[config.mk]
export PLATFORM = sky130hd
export DESIGN_NAME = pras_ctrl
export DESIGN_NICKNAME = d
export VERILOG_FILES = /design/src/design/pras_pkg.sv /design/src/design/pras_ctrl.sv
export SDC_FILE = /design/constraint.sdc
export NUM_CORES = 1
export LEC_CHECK = 0
export BUFFER_PORTS_ARGS = -buffer_cell sky130_fd_sc_hd__buf_4
export CAP_MARGIN = 10
export CORE_MARGIN = 2
export CORE_UTILIZATION = 40
export DETAILED_ROUTE_END_ITERATION = 16
export PLACE_DENSITY = 0.77
export SKIP_LAST_GASP = 1
export SYNTH_ARGS = -nofsm -noshare
export SYNTH_HDL_FRONTEND = slang
export SYNTH_SLANG_ARGS = --single-unit
[constraint.sdc]
create_clock -name clk -period 1.6 [get_ports clk]
set_clock_uncertainty 0.15 [all_clocks]
set_input_delay 0.32 -clock clk [delete_from_list [all_inputs] [get_ports clk]]
set_output_delay 0.32 -clock clk [all_outputs]
set_load 0.05 [all_outputs]
[src/design/pras_pkg.sv]
package pras_pkg;

    localparam int LEAVES = 1024;
    localparam int LOG_P  = (LEAVES > 1) ? $clog2(LEAVES) : 1;
    localparam int P      = 1 << LOG_P;
    localparam int NODES  = 2 * P;
    localparam int NODE_W = LOG_P + 1;
    localparam int LVL_W  = $clog2(LOG_P + 1);
    localparam int LO_W   = 10;
    localparam int HI_W   = 11;
    localparam int CMP_W  = (LOG_P + 2 > HI_W) ? LOG_P + 2 : HI_W;
    localparam int TOT_W  = 64;
    localparam int STP_W  = 32;
    localparam int VAL_W  = 32;
    localparam int TRI_W  = 2 * LOG_P + 1;

    localparam logic [1:0] CMD_LOAD = 2'd0;
    localparam logic [1:0] CMD_ADD  = 2'd1;
    localparam logic [1:0] CMD_SUM  = 2'd2;

    typedef struct packed {
        logic [TOT_W-1:0] tot;
        logic [TOT_W-1:0] off;
        logic [STP_W-1:0] stp;
    } node_t;

    localparam int WORD_W = $bits(node_t);

    typedef enum logic [1:0] {
        RD_NODE,
        RD_LEFT,
        RD_RIGHT
    } rd_sel_t;

    typedef enum logic [2:0] {
        WR_NONE,
        WR_CLEAR,
        WR_LOAD,
        WR_NODE,
        WR_LEFT,
        WR_RIGHT,
        WR_SUM
    } wr_sel_t;

    typedef enum logic [2:0] {
        MV_HOLD,
        MV_DOWN,
        MV_NEXT,
        MV_UP,
        MV_LOAD_UP
    } mv_t;

    typedef struct packed {
        logic    start_item;
        logic    rd_en;
        rd_sel_t rd_sel;
        wr_sel_t wr_sel;
        mv_t     mv;
        logic    cap_node;
        logic    cap_left;
        logic    fold;
        logic    acc_add;
        logic    clr_step;
        logic    emit;
    } ctrl_t;

    typedef struct packed {
        logic       clear_done;
        logic       is_leaf;
        logic       covered;
        logic       disjoint;
        logic       is_left;
        logic       at_root;
        logic       load_ok;
        logic [1:0] cmd;
    } stat_t;

endpackage

[src/design/pras_ctrl.sv]
module pras_ctrl (
    input  logic            clk,
    input  logic            rst_n,
    input  logic            start,
    input  logic [1:0]      command,
    input  pras_pkg::stat_t stat,
    output pras_pkg::ctrl_t ctrl,
    output logic            busy
);

    typedef enum logic [3:0] {
        S_CLEAR,
        S_IDLE,
        S_LD_RD,
        S_LD_WR,
        S_V_RD,
        S_V_CAP,
        S_V_MUL,
        S_V_FOLD,
        S_V_RDL,
        S_V_WRL,
        S_V_RDR,
        S_V_WRR,
        S_V_DEC,
        S_RET,
        S_F_RDL,
        S_F_RDR
    } state_t;

    state_t state_reg;
    state_t state_next;
    logic   fin_wr_reg;
    logic   fin_wr_next;

    always_comb
    begin
        ctrl        = '0;
        state_next  = state_reg;
        fin_wr_next = 1'b0;
        if (fin_wr_reg)
        begin
            ctrl.wr_sel = pras_pkg::WR_SUM;
        end
        case (state_reg)
            S_CLEAR:
            begin
                ctrl.wr_sel   = pras_pkg::WR_CLEAR;
                ctrl.clr_step = 1'b1;
                if (stat.clear_done)
                begin
                    state_next = S_IDLE;
                end
            end
            S_IDLE:
            begin
                if (start)
                begin
                    ctrl.start_item = 1'b1;
                    case (command)
                        pras_pkg::CMD_LOAD:
                        begin
                            if (stat.load_ok)
                            begin
                                state_next = S_LD_RD;
                            end
                        end
                        pras_pkg::CMD_ADD, pras_pkg::CMD_SUM:
                        begin
                            state_next = S_V_RD;
                        end
                        default:
                        begin
                        end
                    endcase
                end
            end
            S_LD_RD:
            begin
                ctrl.rd_en = 1'b1;
                state_next = S_LD_WR;
            end
            S_LD_WR:
            begin
                ctrl.wr_sel = pras_pkg::WR_LOAD;
                ctrl.mv     = pras_pkg::MV_LOAD_UP;
                state_next  = stat.at_root ? S_IDLE : S_LD_RD;
            end
            S_V_RD:
            begin
                ctrl.rd_en = 1'b1;
                state_next = S_V_CAP;
            end
            S_V_CAP:
            begin
                ctrl.cap_node = 1'b1;
                state_next    = S_V_MUL;
            end
            S_V_MUL:
            begin
                state_next = S_V_FOLD;
            end
            S_V_FOLD:
            begin
                ctrl.wr_sel = pras_pkg::WR_NODE;
                ctrl.fold   = 1'b1;
                state_next  = stat.is_leaf ? S_V_DEC : S_V_RDL;
            end
            S_V_RDL:
            begin
                ctrl.rd_en  = 1'b1;
                ctrl.rd_sel = pras_pkg::RD_LEFT;
                state_next  = S_V_WRL;
            end
            S_V_WRL:
            begin
                ctrl.wr_sel = pras_pkg::WR_LEFT;
                state_next  = S_V_RDR;
            end
            S_V_RDR:
            begin
                ctrl.rd_en  = 1'b1;
                ctrl.rd_sel = pras_pkg::RD_RIGHT;
                state_next  = S_V_WRR;
            end
            S_V_WRR:
            begin
                ctrl.wr_sel = pras_pkg::WR_RIGHT;
                state_next  = S_V_DEC;
            end
            S_V_DEC:
            begin
                if (stat.covered)
                begin
                    ctrl.acc_add = (stat.cmd == pras_pkg::CMD_SUM);
                    state_next   = S_RET;
                end
                else if (stat.disjoint)
                begin
                    state_next = S_RET;
                end
                else
                begin
                    ctrl.mv    = pras_pkg::MV_DOWN;
                    state_next = S_V_RD;
                end
            end
            S_RET:
            begin
                if (stat.at_root)
                begin
                    ctrl.emit  = (stat.cmd == pras_pkg::CMD_SUM);
                    state_next = S_IDLE;
                end
                else if (stat.is_left)
                begin
                    ctrl.mv    = pras_pkg::MV_NEXT;
                    state_next = S_V_RD;
                end
                else
                begin
                    ctrl.mv    = pras_pkg::MV_UP;
                    state_next = (stat.cmd == pras_pkg::CMD_ADD) ? S_F_RDL : S_RET;
                end
            end
            S_F_RDL:
            begin
                ctrl.rd_en  = 1'b1;
                ctrl.rd_sel = pras_pkg::RD_LEFT;
                state_next  = S_F_RDR;
            end
            S_F_RDR:
            begin
                ctrl.rd_en    = 1'b1;
                ctrl.rd_sel   = pras_pkg::RD_RIGHT;
                ctrl.cap_left = 1'b1;
                fin_wr_next   = 1'b1;
                state_next    = S_RET;
            end
            default:
            begin
                state_next = S_IDLE;
            end
        endcase
    end

    always_ff @(posedge clk or negedge rst_n)
    begin
        if (!rst_n)
        begin
            state_reg  <= S_CLEAR;
            fin_wr_reg <= 1'b0;
        end
        else
        begin
            state_reg  <= state_next;
            fin_wr_reg <= fin_wr_next;
        end
    end

    assign busy = (state_reg != S_IDLE);

endmodule

==> results of run 1 <==
per-stage QoR:
| stage | setup WS (ns) | utilization | hold WS [ns] |
|---|---|---|---|
| global placement | -0.174 | 0.823 | -0.0280 |
| detailed placement | -0.197 | 0.823 | -0.0278 |
| floorplan | -0.245 | - | -0.126 |
cell families after synthesis:
family | count (synthesis) | share of synthesized area
DFF | 5 | 0.196
and+or+nand+nor | 44 | 0.368
buffers and inverters | 14 | 0.0998
muxes | 1 | 0.0157
AOI/OAI and AO/OA | 29 | 0.301
adders and majority gates | 1 | 0.0196
==> results.sh, run 1 <==
export IMPL_place_area_mm2=0.00124
export IMPL_placedCellCount=162
export IMPL_ys_warn_count=0
export IMPL_synth_cell_types=35
export IMPL_num_rows=14
export IMPL_postCtsSetupBuffers=9
export IMPL_pin_count=31
export IMPL_cts_root_buffer="clkbuf_4"
export IMPL_die_w_um=44.0
export IMPL_start_util=0.424
export IMPL_async_reset_ff_frac=1.00
export IMPL_synth_area_um2=639
export IMPL_run_stop_error="[ERROR DPL-0038] Utilization greater than 100%, impossible to legalize"
export IMPL_h_tree_depth=1
export IMPL_synth_area_top_cells="dfrtp_1, nand2_1, nor2_1"
export IMPL_syn_num_nets=109
export IMPL_synth_top_area_cell="dfrtp_1"
export IMPL_routabilityCongestion=0.852
export IMPL_hpwl_um=1860
export IMPL_yosys_cell_count_top_type="nand2_1"
export IMPL_numPortBuffers=30
export IMPL_holdBufCountCts=1
export IMPL_status="stopped before the end"
export IMPL_netlist_instances=94
export IMPL_synthFlopType="dfrtp_1"
export IMPL_fp_dieH_um=44.0
export IMPL_yosysTopAreaCellShare=0.196
export IMPL_clock_sinks=5
export IMPL_clk_path_buf_depth=2
export IMPL_avgSynthCellArea_um2=6.80
export IMPL_lastStage="clock tree synthesis"
export IMPL_ys_seq_area_frac=0.196
export IMPL_ctsResizeCount=41
export IMPL_cts_buffers=3
export IMPL_synth_seq_cells=5
export IMPL_yosys_top_cells_count="nand2_1, nor2_1, a21oi_1"
export IMPL_synth_edff_count=0
==> inputs of run 2 (changes only) <==
--- a/config.mk
+++ b/config.mk
@@ -7,10 +7,10 @@
 export LEC_CHECK = 0
 export BUFFER_PORTS_ARGS = -buffer_cell sky130_fd_sc_hd__buf_4
 export CAP_MARGIN = 10
-export CORE_MARGIN = 2
-export CORE_UTILIZATION = 40
+export CORE_AREA = 2 2 63 65
 export DETAILED_ROUTE_END_ITERATION = 16
-export PLACE_DENSITY = 0.77
+export DIE_AREA = 0 0 65 67
+export PLACE_DENSITY_LB_ADDON = 0.15
 export SKIP_LAST_GASP = 1
 export SYNTH_ARGS = -nofsm -noshare
 export SYNTH_HDL_FRONTEND = slang
==> constraint.sdc (replaced) <==
create_clock -name clk -period 2.1 [get_ports clk]
set_clock_uncertainty 0.15 [all_clocks]
set_input_delay 0.42 -clock clk [delete_from_list [all_inputs] [get_ports clk]]
set_output_delay 0.42 -clock clk [all_outputs]
set_load 0.05 [all_outputs]
==> run 2 against run 1 <==
Net effect: the flow now finishes, with violations (setup timing); synthesized area did not move; synthesized cell count unchanged.
==> results.sh, run 2 <==
export IMPL_slew_viol_final=0
export IMPL_critical_path_max_fanout=4
export IMPL_status="finished with violations"
export IMPL_first_pass_iters=4
export IMPL_pwr_share_seq=0.105
export IMPL_yosysTopAreaCellShare=0.196
export IMPL_nFillCells=389
export IMPL_mostFrequentLayoutCells="buf_4, nor2_1, nand2_1"
export IMPL_crit_chain="nand2b_4 > or4_4 > o41ai_4 > buf_6"
export IMPL_irDropWorstVdd_mv=0.529
export IMPL_min_period_ns=2.14
export IMPL_synth_top_area_cell="dfrtp_1"
export IMPL_utilization=0.314
export IMPL_worst_pin_slew_ns=0.366
export IMPL_slowest_delay_ns=0.50
export IMPL_rsz0062_at_grt="yes"
export IMPL_yosys_area_share_simple=0.368
export IMPL_min_to="state_reg[0]"
export IMPL_place_area_mm2=0.00102
export IMPL_vias=805
export IMPL_wl_um=2230
export IMPL_diodes=0
export IMPL_muxShareOfSynthArea=0.0157
export IMPL_r2r_end="state_reg[1]"
export IMPL_track_usage=0.111
export IMPL_core_area_mm2=0.00361
export IMPL_synth_compound_area_frac=0.301
export IMPL_hold_path_class="in -> reg"
export IMPL_reg2reg_slack_ns=0.16
export IMPL_crit_buf_inv=1
export IMPL_die_w_um=65
export IMPL_layout_setup_ws_ns=-0.0356
export IMPL_num_rows=22
export IMPL_power_internal_mw=0.853
export IMPL_hold_depth=3
export IMPL_gr_total_overflow=0
export IMPL_p_per_area_mw_per_mm2=1720
export IMPL_grt_pass1_vias=825
export IMPL_grt_max_degree=13
export IMPL_synth_seq_cells=5
export IMPL_avgSynthCellArea_um2=6.80
export IMPL_end_kind="primary output"
export IMPL_ys_seq_area_frac=0.196
export IMPL_max_freq_mhz=468
export IMPL_wire_per_inst_um=12.3
export IMPL_syn_num_nets=109
export IMPL_numPortBuffers=30
export IMPL_drive_above_1_share=0.504
export IMPL_start_util=0.177
export IMPL_setup_violations=1
export IMPL_p_leak_nw=0.524
export IMPL_synthAdderAreaFrac=0.0196
export IMPL_tns_ns=-0.0356
export IMPL_grt_pass1_wl_um=3770
export IMPL_maxCapViolCount=0
export IMPL_grt_use_met2=0.197
export IMPL_fp_dieH_um=67
export IMPL_netlist_instances=94
export IMPL_final_nets=149
export IMPL_synth_area_um2=639
export IMPL_arrival_ns=1.57
export IMPL_start_kind="flop"
export IMPL_clk_path_buf_depth=2
export IMPL_first_iter_violations=10
export IMPL_cts_root_buffer="clkbuf_8"
export IMPL_synth_area_top_cells="dfrtp_1, nand2_1, nor2_1"
export IMPL_crit_cells=4
export IMPL_largest_register_ff_count=4
export IMPL_violations="setup timing"
export IMPL_r2r_start="state_reg[1]"
export IMPL_crit_slowest_cell="or4_4"
export IMPL_p_comb_frac=0.805
export IMPL_yosys_cell_count_top_type="nand2_1"
export IMPL_finalPower_mw=1.95
export IMPL_clock_sinks=5
export IMPL_h_tree_depth=1
export IMPL_yosys_top_cells_count="nand2_1, nor2_1, a21oi_1"
export IMPL_dp_slack_ns=0.0887
export IMPL_relSlewSlack=0.753
export IMPL_async_reset_ff_frac=1.00
export IMPL_syn2layout_area_growth_pct=77.3
export IMPL_min_period_over_period=1.02
export IMPL_synth_top_family_by_area="simple AND/OR/NAND/NOR gates"
export IMPL_antenna_found_initial=0
export IMPL_pin_count=31
export IMPL_hold_start="stat[8]"
export IMPL_drc=0
export IMPL_clock_latency_ns=0.22
export IMPL_cp_top_family="simple AND/OR/NAND/NOR gates"
export IMPL_synth_xor_area_frac=0
export IMPL_layout_commonest_cell="buf_4"
export IMPL_cts_tree="built"
export IMPL_p_clk_frac=0.091
export IMPL_die_area_mm2=0.00436
export IMPL_avgViaCountPerCell=4.45
export IMPL_cts_buffers=3
export IMPL_reg2reg_depth=5
export IMPL_crit_type="reg -> out"
export IMPL_clk_transition_reported_paths_ns=0.04
export IMPL_grt_busiest_layer="met2"
export IMPL_synth_cell_types=35
export IMPL_synth_edff_count=0
export IMPL_swShare=0.562
export IMPL_hpwl_um=1820
export IMPL_finalHoldViolCount=0
export IMPL_synthFlopType="dfrtp_1"
export IMPL_grtUsageMet3=0.0203
export IMPL_cp_required_ns=1.53
export IMPL_grt_util_met1=0.145
export IMPL_final_area_mm2=0.00113
export IMPL_routabilityCongestion=0.766
export IMPL_netSwitchingPower_mw=1.10
export IMPL_ys_warn_count=0
export IMPL_drtAntennaViolNets=0
==> run 2: cell counts after synthesis <==
Identical to the previous run, type by type.
==> run 2: power groups by stage <==
stage	sequential (mW)	clock, mW	combinational, mW
final	0.204	0.176	1.57
after global routing	0.207	0.191	1.69
after CTS	0.199	0.181	1.53
after detailed placement	0.198	0	1.49
after global placement	0.194	0	1.50
after floorplan	0.173	0	1.08
==> run 2: how the worst max path moves through the flow <==
stage	startpoint	endpoint	slack, ns
floorplan	state_reg[3]	ctrl[12]	-0.35
global placement	stat[3]	ctrl[6]	0.10
detailed placement	stat[3]	ctrl[6]	0.09
CTS	state_reg[1]	ctrl[6]	-0.08
global route	state_reg[1]	ctrl[6]	-0.09
finish	state_reg[1]	ctrl[6]	-0.04
==> run 2: timing repair <==
item                                   in CTS  in global routing
setup endpoints to repair                   4                  7
pin swaps                                   1                  1
resized for setup                           3                  9
hold buffers                                1                  0
endpoints found under the hold margin       5                  0
setup buffers                               2                  1
==> run 2: layout make-up <==
cell class              instances  area, um^2  area share
flip-flops and latches          5         126       0.111
repair buffers                 43         333       0.294
well taps                      48        60.1      0.0530
inverters                       6        22.5      0.0199
clock buffers                   3        41.3      0.0364
clock inverters                 1        5.00     0.00442
multi-input cells              75         546       0.481
==> run 2: logic make-up after synthesis <==
group,count (synthesis)
simple gates,44
flops,5
mux,1
compound gates,29
buf+inv,14
fa+ha+maj,1
==> run 2: per-layer routing <==
layer	vias to the layer above	wire length, um	share of wire
li1	412	-	-
met1	370	1060	0.48
met2	23	1080	0.49
met3	0	82	0.037
met4	0	0	0
met5	-	0	0
==> run 2: tightest hold or removal path, cell delays in order <==
cell     delay [ns]
buf_4          0.11
inv_1          0.04
a22oi_1        0.07
==> run 2: per-stage QoR <==
stage | std cells | hold slack, ns
after detailed placement | 173 | 0.0735
final | 181 | 0.320
after floorplan | 94 | -0.0256
after global placement | 173 | 0.0756
after global routing | 181 | 0.333
after CTS | 180 | 0.323
(Power assumes the default switching activity.)
==> inputs of run 3 (changes only) <==
--- a/config.mk
+++ b/config.mk
@@ -11,6 +11,7 @@
 export DETAILED_ROUTE_END_ITERATION = 16
 export DIE_AREA = 0 0 65 67
 export PLACE_DENSITY_LB_ADDON = 0.15
+export SKIP_CTS_REPAIR_TIMING = 1
 export SKIP_LAST_GASP = 1
 export SYNTH_ARGS = -nofsm -noshare
 export SYNTH_HDL_FRONTEND = slang
==> run 3 against run 2 <==
Net effect: the flow still finishes with violations (setup timing); global-route usage down 0.11 points; critical path depth unchanged; die area did not move.
==> results.sh, run 3 (same netlist as run 2, synthesis figures left out) <==
export IMPL_avgViaCountPerCell=4.45
export IMPL_relSlewSlack=0.752
export IMPL_layout_commonest_cell="buf_4"
export IMPL_die_w_um=65
export IMPL_critical_path_max_fanout=4
export IMPL_grt_pass1_wl_um=3730
export IMPL_placedCellCount=173
export IMPL_cp_required_ns=1.53
export IMPL_numPortBuffers=30
export IMPL_dp_slack_ns=0.0887
export IMPL_crit_type="reg -> out"
export IMPL_irDropWorstVdd_mv=0.527
export IMPL_vias=801
export IMPL_status="finished with violations"
export IMPL_p_comb_frac=0.802
export IMPL_utilization=0.309
export IMPL_power_internal_mw=0.831
export IMPL_cts_buffers=3
export IMPL_final_nets=148
export IMPL_clock_sinks=5
export IMPL_pin_count=31
export IMPL_largest_register_ff_count=4
export IMPL_core_area_mm2=0.00361
export IMPL_fp_dieH_um=67
export IMPL_min_period_over_period=1.03
export IMPL_routabilityCongestion=0.766
export IMPL_mostFrequentLayoutCells="buf_4, nor2_1, nand2_1"
export IMPL_grt_max_degree=13
export IMPL_track_usage=0.110
export IMPL_clk_transition_reported_paths_ns=0.04
export IMPL_start_kind="flop"
export IMPL_first_pass_iters=4
export IMPL_drive_above_1_share=0.492
export IMPL_clk_path_buf_depth=2
export IMPL_setup_violations=1
export IMPL_max_freq_mhz=462
export IMPL_wire_per_inst_um=12.2
export IMPL_end_kind="primary output"
export IMPL_num_rows=22
export IMPL_worst_pin_slew_ns=0.367
export IMPL_layout_setup_ws_ns=-0.0627
export IMPL_arrival_ns=1.59
export IMPL_pwr_share_seq=0.106
export IMPL_first_iter_violations=12
export IMPL_die_area_mm2=0.00436
export IMPL_p_clk_frac=0.092
export IMPL_netSwitchingPower_mw=1.08
export IMPL_hpwl_um=1820
export IMPL_h_tree_depth=1
export IMPL_finalPower_mw=1.91
export IMPL_maxCapViolCount=0
export IMPL_finalHoldViolCount=0
export IMPL_tns_ns=-0.0627
export IMPL_drtAntennaViolNets=0
export IMPL_hold_path_class="in -> reg"
export IMPL_rsz0062_at_grt="yes"
export IMPL_wl_um=2200
export IMPL_p_per_area_mw_per_mm2=1710
export IMPL_antenna_found_initial=0
export IMPL_stdcell_count=180
export IMPL_nFillCells=391
export IMPL_p_leak_nw=0.511
export IMPL_grt_pass1_vias=806
export IMPL_diodes=0
export IMPL_slew_viol_final=0
export IMPL_clock_latency_ns=0.22
export IMPL_start_util=0.177
export IMPL_min_period_ns=2.16
export IMPL_syn2layout_area_growth_pct=74.4
export IMPL_drc=0
export IMPL_swShare=0.565
export IMPL_cts_tree="built"
export IMPL_violations="setup timing"
export IMPL_gr_total_overflow=0
export IMPL_cts_root_buffer="clkbuf_8"
-- run 3: changes by cell type in the layout (fill, tap and decap cells not counted) --
cell | previous run | this run
buf_6 | 2 | 1
nor2b_1 | 0 | 1
nand2_4 | 1 | 0
nor2b_2 | 2 | 1
nand2_2 | 1 | 2
-- run 3: through the flow --
stage	hold slack, ns	instance area, um^2
after detailed placement	0.0735	1020
after global placement	0.0756	1020
final	0.320	1110
after floorplan	-0.0256	707
after global routing	0.333	1110
after CTS	-0.159	1060
-- run 3: routing by layer --
metal,vias up,track usage,part of all wire
li1,409,-,-
met1,369,0.143,0.46
met2,23,0.196,0.49
met3,0,0.0203,0.048
met4,0,0.00798,0
met5,-,0,0
-- run 3: final timing paths --
| check | to | slack (ns) | from | cells past startpoint |
|---|---|---|---|---|
| min | state_reg[0] | 0.32 | stat[8] | 3 |
| max | ctrl[6] | -0.06 | state_reg[1] | 4 |
| min in group asynchronous | fin_wr_reg | 0.39 | rst_n | 2 |
| min reg2reg | state_reg[2] | 0.61 | state_reg[2] | 2 |
| max in group asynchronous | state_reg[0] | 1.29 | rst_n | 2 |
| max reg2reg | state_reg[1] | 0.13 | state_reg[1] | 5 |
-- run 3: power by group through the flow --
stage | Combinational (mW) | Clock (mW) | Sequential [mW]
6_report | 1.53 | 0.176 | 0.202
5_1_grt | 1.66 | 0.191 | 0.208
4_1_cts | 1.49 | 0.181 | 0.199
2_1_floorplan | 1.08 | 0 | 0.173
3_5_place_dp | 1.49 | 0 | 0.198
3_3_place_gp | 1.50 | 0 | 0.194
-- run 3: layout make-up --
cell class,instances,area [um^2],share of cell area
timing repair buffer,42,322,0.288
clock inverter,1,5.00,0.00449
sequential,5,126,0.113
multi-input combinational,75,538,0.483
tap,48,60.1,0.0539
clock buffer,3,41.3,0.0370
inverter,6,22.5,0.0202
-- run 3: worst max-delay path, cell delays in order, from the launching register on --
cell	delay, ns
dfrtp_1	0.41
nand2b_4	0.16
or4_4	0.53
o41ai_4	0.07
buf_6	0.20
